<file path="src/rtl/core/cbm_pkg.sv">
`timescale 1ns / 1ps
// ---------------------------------------------------------------------------
// cbm_pkg: shared types and constants of the collision brake monitor
// Event codes, register map, reset values and the job passed from the front
// end to the divider back end.
// ---------------------------------------------------------------------------
package cbm_pkg;

	localparam logic [1:0] CMD_SPEED = 2'd0;
	localparam logic [1:0] CMD_CAR   = 2'd1;
	localparam logic [1:0] CMD_LIMIT = 2'd2;

	localparam logic REG_THRESHOLD = 1'b0;

	localparam logic [15:0] THRESHOLD_RESET = 16'd1280;
	localparam logic [15:0] THRESHOLD_MIN   = 16'd256;
	localparam logic signed [15:0] LIMIT_RESET = 16'sd9984;

	localparam int QUEUE_DEPTH_DEF = 2;

	typedef enum logic {
		JOB_ZERO,
		JOB_DIVIDE
	} cbm_op_t;

	typedef struct packed {
		cbm_op_t     op;
		logic [15:0] distance;
		logic [15:0] closing;
	} cbm_job_t;

endpackage

</file>
<file path="src/rtl/core/cbm_front.sv">
`timescale 1ns / 1ps
// ---------------------------------------------------------------------------
// cbm_front: event intake and classification
// Keeps own speed and speed limit, decides speed-limit brakes at once, hands
// cars with positive closing speed and nonzero distance on as divide jobs.
// ---------------------------------------------------------------------------
module cbm_front import cbm_pkg::*; (
	input  logic               clk,
	input  logic               arst_n,
	input  logic               in_valid,
	input  logic [1:0]         in_cmd,
	input  logic signed [15:0] in_speed,
	input  logic [15:0]        in_distance,
	input  logic               queue_full,
	output logic               in_ready,
	output logic               push,
	output cbm_job_t           push_job
);

	logic signed [15:0] own_speed_q;
	logic signed [15:0] limit_q;
	logic               limit_seen_q;
	logic               accept;
	logic signed [16:0] closing;
	logic               car_push;
	logic               zero_push;

	assign in_ready = !queue_full;
	assign accept   = in_valid && in_ready;
	assign closing  = {own_speed_q[15], own_speed_q} - {in_speed[15], in_speed};

	always_comb begin
		car_push  = 1'b0;
		zero_push = 1'b0;
		case (in_cmd)
			CMD_SPEED: zero_push = limit_seen_q && (in_speed > limit_q);
			CMD_CAR: car_push = !closing[16] && (closing != 17'sd0) &&
					(in_distance != 16'd0);
			CMD_LIMIT: zero_push = own_speed_q > in_speed;
			default: begin
				car_push  = 1'b0;
				zero_push = 1'b0;
			end
		endcase
	end

	assign push              = accept && (car_push || zero_push);
	assign push_job.op       = car_push ? JOB_DIVIDE : JOB_ZERO;
	assign push_job.distance = in_distance;
	assign push_job.closing  = closing[15:0];

	always_ff @(posedge clk or negedge arst_n) begin
		if (!arst_n) begin
			own_speed_q  <= '0;
			limit_q      <= LIMIT_RESET;
			limit_seen_q <= 1'b0;
		end else if (accept) begin
			if (in_cmd == CMD_SPEED) begin
				own_speed_q <= in_speed;
			end
			if (in_cmd == CMD_LIMIT) begin
				limit_q      <= in_speed;
				limit_seen_q <= 1'b1;
			end
		end
	end

endmodule

</file>
<file path="src/rtl/core/cbm_queue.sv">
`timescale 1ns / 1ps
// ---------------------------------------------------------------------------
// cbm_queue: job queue between front end and back end
// A small first-in first-out buffer of classified jobs.
// ---------------------------------------------------------------------------
module cbm_queue import cbm_pkg::*; #(
	parameter int DEPTH = QUEUE_DEPTH_DEF
) (
	input  logic     clk,
	input  logic     arst_n,
	input  logic     push,
	input  cbm_job_t push_job,
	input  logic     pop,
	output logic     full,
	output logic     not_empty,
	output cbm_job_t head_job
);

	localparam int PW = $clog2(DEPTH);
	localparam int CW = $clog2(DEPTH + 1);

	cbm_job_t        mem_q [DEPTH];
	logic [PW-1:0]   wr_ptr_q;
	logic [PW-1:0]   rd_ptr_q;
	logic [CW-1:0]   count_q;

	assign full      = count_q == CW'(DEPTH);
	assign not_empty = count_q != '0;
	assign head_job  = mem_q[rd_ptr_q];

	always_ff @(posedge clk) begin
		if (push) begin
			mem_q[wr_ptr_q] <= push_job;
		end
	end

	always_ff @(posedge clk or negedge arst_n) begin
		if (!arst_n) begin
			wr_ptr_q <= '0;
			rd_ptr_q <= '0;
			count_q  <= '0;
		end else begin
			if (push) begin
				wr_ptr_q <= (wr_ptr_q == PW'(DEPTH - 1)) ? '0 : wr_ptr_q + 1'b1;
			end
			if (pop) begin
				rd_ptr_q <= (rd_ptr_q == PW'(DEPTH - 1)) ? '0 : rd_ptr_q + 1'b1;
			end
			if (push && !pop) begin
				count_q <= count_q + 1'b1;
			end else if (pop && !push) begin
				count_q <= count_q - 1'b1;
			end
		end
	end

`ifndef SYNTHESIS
	a_count_bound: assert property (@(posedge clk) disable iff (!arst_n)
		count_q <= CW'(DEPTH))
		else $error("queue count exceeds depth");
	a_no_pop_empty: assert property (@(posedge clk) disable iff (!arst_n)
		pop |-> count_q != '0)
		else $error("pop from empty queue");
	a_push_grows: assert property (@(posedge clk) disable iff (!arst_n)
		push && !pop |=> count_q == $past(count_q) + 1'b1)
		else $error("push without pop did not grow the queue");
`endif

endmodule

</file>
<file path="src/rtl/core/cbm_back.sv">
`timescale 1ns / 1ps
// ---------------------------------------------------------------------------
// cbm_back: brake decision and time-to-collision divider
// Checks a divide job against the threshold, runs a 16-step restoring
// division and holds the result in the output register.
// ---------------------------------------------------------------------------
module cbm_back import cbm_pkg::*; (
	input  logic        clk,
	input  logic        arst_n,
	input  logic [15:0] threshold,
	input  logic        job_valid,
	input  cbm_job_t    job,
	output logic        job_pop,
	output logic        out_valid,
	output logic [15:0] out_time,
	input  logic        out_ready
);

	typedef enum logic [2:0] {
		ST_IDLE,
		ST_MUL,
		ST_CMP,
		ST_DIV,
		ST_DONE
	} state_t;

	state_t      state_q;
	cbm_job_t    job_q;
	logic [31:0] prod_q;
	logic [15:0] rem_q;
	logic [15:0] num_lo_q;
	logic [15:0] quot_q;
	logic [3:0]  step_q;
	logic        out_valid_q;
	logic [15:0] out_time_q;
	logic [16:0] trial;
	logic        qbit;
	logic        out_free;

	assign job_pop   = (state_q == ST_IDLE) && job_valid;
	assign out_valid = out_valid_q;
	assign out_time  = out_time_q;
	assign out_free  = !out_valid_q || out_ready;

	assign trial = {rem_q, num_lo_q[15]};
	assign qbit  = trial >= {1'b0, job_q.closing};

	always_ff @(posedge clk or negedge arst_n) begin
		if (!arst_n) begin
			state_q     <= ST_IDLE;
			out_valid_q <= 1'b0;
			job_q       <= '0;
			prod_q      <= '0;
			rem_q       <= '0;
			num_lo_q    <= '0;
			quot_q      <= '0;
			step_q      <= '0;
			out_time_q  <= '0;
		end else begin
			// In the done state the output register is reloaded below instead.
			if (out_valid_q && out_ready && (state_q != ST_DONE)) begin
				out_valid_q <= 1'b0;
			end
			case (state_q)
				ST_IDLE: begin
					if (job_valid) begin
						job_q  <= job;
						quot_q <= '0;
						state_q <= (job.op == JOB_DIVIDE) ? ST_MUL : ST_DONE;
					end
				end
				ST_MUL: begin
					prod_q  <= {16'd0, threshold} * {16'd0, job_q.closing};
					state_q <= ST_CMP;
				end
				ST_CMP: begin
					// The exact ratio decides; a passing job has a quotient
					// below 2^16, so the upper numerator bits start the remainder.
					if ({4'd0, job_q.distance, 12'd0} > prod_q) begin
						state_q <= ST_IDLE;
					end else begin
						rem_q    <= {4'd0, job_q.distance[15:4]};
						num_lo_q <= {job_q.distance[3:0], 12'd0};
						step_q   <= '0;
						state_q  <= ST_DIV;
					end
				end
				ST_DIV: begin
					rem_q    <= qbit ? 16'(trial - {1'b0, job_q.closing}) : trial[15:0];
					num_lo_q <= {num_lo_q[14:0], 1'b0};
					quot_q   <= {quot_q[14:0], qbit};
					step_q   <= step_q + 1'b1;
					if (step_q == 4'd15) begin
						state_q <= ST_DONE;
					end
				end
				ST_DONE: begin
					if (out_free) begin
						out_valid_q <= 1'b1;
						out_time_q  <= quot_q;
						state_q     <= ST_IDLE;
					end
				end
				default: state_q <= ST_IDLE;
			endcase
		end
	end

endmodule

</file>
<file path="src/rtl/core/collision_brake_monitor.sv">
`timescale 1ns / 1ps
// ---------------------------------------------------------------------------
// collision_brake_monitor: time-to-collision brake monitor
// Turns own-speed, detected-car and speed-limit events into brake commands.
// ---------------------------------------------------------------------------
// Usage:
//   Events arrive on the s_ stream: tuser carries the event kind, tdata the
//   signed speed (Q8.8 m/s) and the distance (Q12.4 m). Brake commands leave
//   on the m_ stream with the time to collision in Q8.8 seconds, zero for a
//   speed-limit brake. Events that do not brake produce no transfer.
//   Speed and limit events update state in the cycle they are accepted; a
//   resulting zero-time brake goes through the job queue and the back end's
//   done state when the back end is idle. A detected car in the back end
//   takes one job pop, a multiply and a compare for the threshold check,
//   then a 16-step restoring divider producing one quotient bit per cycle.
//   The divider sets the car event rate: no new job starts before the last is done.
//   A job queue of QUEUE_DEPTH entries lets the front end keep taking events
//   while the divider works; s_tready drops when the queue is full.
//   If the receiver stalls, the result waits in the output register and the
//   back end holds its next finished result until that one is taken.
//   The threshold register sits at APB address 0; writes below one second
//   are ignored. Reset sets the threshold to 5 s, own speed to zero, the
//   limit to 39 m/s unseen, and empties the queue.
// ---------------------------------------------------------------------------
module collision_brake_monitor import cbm_pkg::*; #(
	parameter int QUEUE_DEPTH = QUEUE_DEPTH_DEF
) (
	input  logic        clk,
	input  logic        arst_n,
	input  logic        s_tvalid,
	output logic        s_tready,
	input  logic [31:0] s_tdata,  // [15:0] speed_value, [31:16] distance
	input  logic [1:0]  s_tuser,  // [1:0] cmd
	output logic        m_tvalid,
	input  logic        m_tready,
	output logic [15:0] m_tdata,  // [15:0] time_to_collision
	input  logic        psel,
	input  logic        penable,
	input  logic        pwrite,
	input  logic [2:0]  paddr,
	input  logic [31:0] pwdata,
	output logic [31:0] prdata,
	output logic        pready
);

	logic [15:0] threshold_q;
	logic        push;
	cbm_job_t    push_job;
	logic        queue_full;
	logic        queue_not_empty;
	cbm_job_t    head_job;
	logic        pop;

	assign pready = 1'b1;
	assign prdata = (paddr[2] == REG_THRESHOLD) ? {16'd0, threshold_q} : 32'd0;

	always_ff @(posedge clk or negedge arst_n) begin
		if (!arst_n) begin
			threshold_q <= THRESHOLD_RESET;
		end else if (psel && penable && pwrite && pready &&
				(paddr[2] == REG_THRESHOLD) && (pwdata[15:0] >= THRESHOLD_MIN)) begin
			threshold_q <= pwdata[15:0];
		end
	end

	cbm_front u_front (
		.clk         (clk),
		.arst_n      (arst_n),
		.in_valid    (s_tvalid),
		.in_cmd      (s_tuser),
		.in_speed    (s_tdata[15:0]),
		.in_distance (s_tdata[31:16]),
		.queue_full  (queue_full),
		.in_ready    (s_tready),
		.push        (push),
		.push_job    (push_job)
	);

	cbm_queue #(
		.DEPTH (QUEUE_DEPTH)
	) u_queue (
		.clk       (clk),
		.arst_n    (arst_n),
		.push      (push),
		.push_job  (push_job),
		.pop       (pop),
		.full      (queue_full),
		.not_empty (queue_not_empty),
		.head_job  (head_job)
	);

	cbm_back u_back (
		.clk       (clk),
		.arst_n    (arst_n),
		.threshold (threshold_q),
		.job_valid (queue_not_empty),
		.job       (head_job),
		.job_pop   (pop),
		.out_valid (m_tvalid),
		.out_time  (m_tdata),
		.out_ready (m_tready)
	);

endmodule
</file>
<file path="config.mk">
export PLATFORM = sky130hd
export DESIGN_NAME = collision_brake_monitor
export DESIGN_NICKNAME = d
export VERILOG_FILES = /design/src/rtl/core/cbm_pkg.sv /design/src/rtl/core/cbm_front.sv /design/src/rtl/core/cbm_queue.sv /design/src/rtl/core/cbm_back.sv /design/src/rtl/core/collision_brake_monitor.sv
export SDC_FILE = /design/constraint.sdc
export NUM_CORES = 1
export LEC_CHECK = 0
export BUFFER_PORTS_ARGS = -buffer_cell sky130_fd_sc_hd__buf_4
export CORE_MARGIN = 3
export CORE_UTILIZATION = 30
export CTS_CLUSTER_DIAMETER = 40
export CTS_CLUSTER_SIZE = 14
export DETAILED_ROUTE_END_ITERATION = 6
export PLACE_DENSITY = 0.53
export SLEW_MARGIN = 0
export SYNTH_ARGS = -nofsm -noshare
export SYNTH_HDL_FRONTEND = slang
export SYNTH_SLANG_ARGS = --single-unit
</file>
<file path="constraint.sdc">
create_clock -name clk -period 7.5 [get_ports clk]
set_input_delay 0.375 -clock clk [delete_from_list [all_inputs] [get_ports clk]]
set_output_delay 0.375 -clock clk [all_outputs]
set_load 0.03 [all_outputs]
</file>
# Word level (Yosys, flattened, before mapping)
# Memory sizes are Yosys's and may differ from the RTL's.
# Cells that the tools add are included.
# op_classes
multipliers	1
n_reduce_logical	36
bitwise_logic	1
eq_ne	13
mux	28
order_cmp	5
n_addsub	7
# op_table
op	n
case mux 16 bit (2 select lines)	3
2-to-1 mux 16 bit	5
> comparator 16 bit	2
> comparator 28 x 32 -> 1 bit	1
multiplier 16 x 16 -> 32 bit	1
>= comparator 17 x 16 -> 1 bit	1
nonzero test 17 bit	1
subtractor 16 x 16 -> 17 bit	1
>= comparator 16 x 9 -> 1 bit (second input constant)	1
nonzero test 16 bit	1
subtractor 16 bit	1
case mux 3 bit (5 select lines)	1
logical AND 1 bit	14
2-to-1 mux 3 bit	4
AND reduction 2 bit	6
2-to-1 mux 1 bit	9
case mux 4 bit (2 select lines)	1
nonzero test 2 bit	4
== test 3 x 2 -> 1 bit (second input constant)	2
2-to-1 mux 2 bit	3
inequality test 2 x 1 -> 1 bit (second input constant)	3
logical NOT 1 bit	5
adder 4 x 1 -> 4 bit (second input constant)	1
== test 2 bit (second input constant)	2
16 further kinds	18
# word_totals
mem_bits_rw	66
memories	1
ff_bits	189
# mem_list
memory	words	word_bits	rd	rd_clocked_by_memory_dff	wr	line_no	rtl
u_queue.mem_q	2	33	1	0	1	cbm_queue.sv:22	cbm_job_t mem_q [DEPTH];

# Depth between registers and ports, before layout
# depth
word_depth	11
ltp_mapped	25
mapped_depth_nobuf	23

# Modules after synthesis
# From an unflattened synthesis, not the netlist that was laid out.
# unflattened
cells_unflattened	2081
hier_area_um2	21052.7
# modules_own_cells
module	area_per_inst_um2	cells_per_inst	instances
cbm_back	14422.6	1532	1
cbm_front	3002.9	357	1
cbm_queue	2722.6	119	1
collision_brake_monitor	904.6	73	1

# Least setup slack after synthesis
# No wires, ideal clock.
# synth_timing
path_kind	flip-flop to flip-flop
start	register u_back.job_q[1] (netlist name)
end	register u_back.prod_q[31]
setup_ps	132
synth_period_minus_slack_ps	6398
path_stages_with_launch	23
t_arrival_ps	6265
setup_slack_ps	1102
n_path_buf	2
cell_sequence	dfrtp_1 > clkbuf_1 > clkbuf_1 > nand2_1 > fa_1 > fa_1 > fa_1 > inv_1 > fa_1 > fa_1 > inv_1 > fa_1 > inv_1 > ha_1 > nand2_1 > o21ai_0 > a211oi_1 > a2111oi_0 > a41oi_1 > o2111ai_1 > a21oi_1 > xnor2_1 > o21ai_1
# synth_via
elab_chain_len	1
# synth_rtl
element	line_no	rtl
start: declaration	cbm_back.sv:28	cbm_job_t job_q;
start signal: assignment	cbm_back.sv:67	job_q <= job;
multiplier 16 x 16 -> 32 bit	cbm_back.sv:73	prod_q <= {16'd0, threshold} * {16'd0, job_q.closing};
end signal: assignment	cbm_back.sv:73	
end: declaration	cbm_back.sv:29	logic [31:0] prod_q;
# No other way between the ends.
# A chain may end at the register's enable or synchronous reset.

# Worst setup path after layout
# layout_timing
start	register u_back.job_q[10] (netlist name)
end	register u_back.prod_q[31]
# Same word-level chain as after synthesis.

==> results.ini <==
[placement]
place_congestion=0.842
placedInstanceArea_sq_mm=0.0222
post-dp-hpwl_um=38800
port_buffers=91

[synthesis]
synth_edf_count=66
avgSynthCellArea_sq_um=9.71
ys_warn_count=0
synth_cell_types=72
synth_cells=2116
synth-seq-cells=243
syn_area_sq_mm=0.0205
synth_top_area_share_pct=20.8
async_flop_share_pct=72.8
synth.area.top_cells=dfrtp_1 21%, fa_1 19%, ha_1 10%
yosysTopAreaCell=dfrtp_1
ys_seq_area_share_pct=31.3
synth_flop_cell=dfrtp_1

[cts]
cts_buffers=41
cts.sinks=243
insertion_delay_ps=560
clk_path_buf_depth=3
cts_tree=built
cts_max_level=2
cts_root_buffer=clkbuf_16
post_cts_buffers=0
clk_pin_slew_ps=60

[setup_path]
required_ps=7900
reg2reg_slack_ps=560
start_kind=flop
end_kind=flop
path_max_fanout=18
slowest_delay_ps=970
crit_chain=nand2_1 -> fa_1 -> inv_1 -> fa_1 -> fa_1 -> fa_1 -> fa_1 -> inv_1 -> fa_1 -> inv_1 -> ha_1 -> a2111oi_0 -> o21ai_1 -> a211oi_1 -> a2111oi_0 -> buf_4 -> a41oi_1 -> o2111ai_1 -> a21oi_1 -> xnor2_1 -> o21ai_1
crit_path_frequent_cell=fa_1
arrival_ps=7350
cp_slowest_cell=dfrtp_1
worstSetupPathType=flop to flop

[sta]
finalSetupTns_ps=0
fmax_mhz=144
min_period_ps=6940
fin_hold_ws_ps=34.9
finClkSkew_ps=24.4
rsz0062_at_grt=no
maxSlewViolCount=0
max-slew-margin-rel_pct=15.1
hold_viol_final=0
fin_crit_sh_pct=92.6
worstMarginPinSlew_ps=1270
setup_viol=0

[drt]
drtIter0Drc=707
postRouteAntennaNets=0
wire_per_inst_um=16.3
routed_via_density=4.72
vias=14723
routed_wl_um=50900
drc=0
drt_pass1_iterations=5

[final_layout]
drive_gt1_share_pct=10.2
mostFrequentLayoutCell=inv_1
fillers=6838
syn_to_final_growth_pct=16.1
final_cell_mix=331 x inv_1, 261 x nand2_1, 196 x fa_1
design_area_sq_mm=0.0239
fin_nets=2655
post-route-util_pct=35.3

[grt]
grt.busiest_layer=met2
met3_usage_pct=2.83
grt_pass1_wl_um=84200
grtUsageMet1_pct=19.6
grt_util_met2_pct=24.7
overflow=0
grt.total_usage_pct=14.7
grt_max_degree=68
first_global_vias=15673
antenna_found_initial=1

[floorplan]
initial_utilization_pct=30.4
die_area_sq_mm=0.0716
die_y_um=268
io_pins=127
core_sq_mm=0.0675
rows=95
dieWidth_um=268

[min_path]
hold_path.class=input port to flop

[flow_run]
max-cap-violations=0

[status]
status=finished, final reports clean

[cell type report]
cell class | count | area (sq um) | area share (%)
clock buffers | 45 | 1070 | 4.50
inverters | 332 | 1250 | 5.23
diodes | 1 | 2.50 | 0.0105
flip-flops and latches | 243 | 6420 | 26.9
multi-input cells | 1456 | 12500 | 52.5
well taps | 873 | 1090 | 4.58
repair buffers | 138 | 1080 | 4.53
clock inverters | 31 | 420 | 1.76
[sequential cells by signal, indices dropped and copies added (netlist names), 16 cells and up]
signal and cells:
threshold_q 16, u_back.job_q 32, u_back.out_time 16, u_back.prod_q 32
u_back.quot_q 16, u_back.rem_q 16, u_front.limit_q 16, u_front.own_speed_q 16
u_queue.mem_q 66
[layer usage]
metal | up-vias | routed length [um]
li1 | 7075 | -
met1 | 7307 | 23100
met2 | 274 | 24400
met3 | 67 | 2440
met4 | 0 | 959
met5 | - | 0
[final timing paths]
path | startpoint | endpoint | depth (start not counted)
worst max-delay path | u_back.job_q[10]$_DFFE_PN0P_ | u_back.prod_q[31]$_DFFE_PN0P_ | 21
max in group asynchronous | arst_n | u_queue.rd_ptr_q$_DFFE_PN0P_ | 3
worst min register to register | u_front.limit_q[10]$_DFFE_PN1P_ | u_front.limit_q[10]$_DFFE_PN1P_ | 2
worst min-delay path | s_tdata[28] | u_queue.mem_q[1][28]$_DFFE_PP_ | 1
min in group asynchronous | arst_n | u_back.quot_q[6]$_DFFE_PN0P_ | 2
worst max register to register | u_back.job_q[10]$_DFFE_PN0P_ | u_back.prod_q[31]$_DFFE_PN0P_ | 21
[kinds of logic (layout without fill, tap and decap cells)]
logic type	after synthesis	in the layout	synth area share, %
and+or+nand+nor	611	611	14.3
buffers and inverters	432	546	8.21
adders and majority gates	367	367	29.5
AOI/OAI and AO/OA	315	315	9.53
DFF	243	243	31.3
muxes	100	100	5.18
xor gates and xnor gates	46	46	1.96
other	2	18	0.0366
[what timing repair did]
item	CTS	global route
hold endpoints to repair	80	0
setup endpoints to repair	0	0
hold buffers	15	0
gates resized for setup	0	0
[synth_stat cells, types with 15 or more instances]
library cell  instances
buf_4                17
and2_1              132
nor2_1               89
edfxtp_1             66
ha_1                171
nor2b_1              28
nor3_1               16
inv_1               331
o21ai_1              92
mux2i_1              49
xnor2_1              22
a21oi_1              77
o211ai_1             15
mux2_1               40
dfrtp_1             171
o21ai_0              18
xor2_1               24
o21a_1               16
clkbuf_1             79
a21o_1               21
nand2_1             262
nand3_1              17
fa_1                196
[worst max-delay path, delay by kind of cell, from the launching register on]
family          cells  cell delay (ps)
compound gates      8             1930
fa+ha+maj           7             3210
flops               1              970
buf+inv             4              350
simple gates        1              180
xor+xnor            1              140
[metrics by stage]
step,instances,setup slack [ps]
finish,3119,555
global route,3119,67.4
CTS,3118,558
detailed placement,3027,610
global placement,3027,629
floorplan,2131,1100
Power is left out: the tool's default activity adds up to more than one toggle a clock period on the data nets, which glitch-free logic cannot reach.
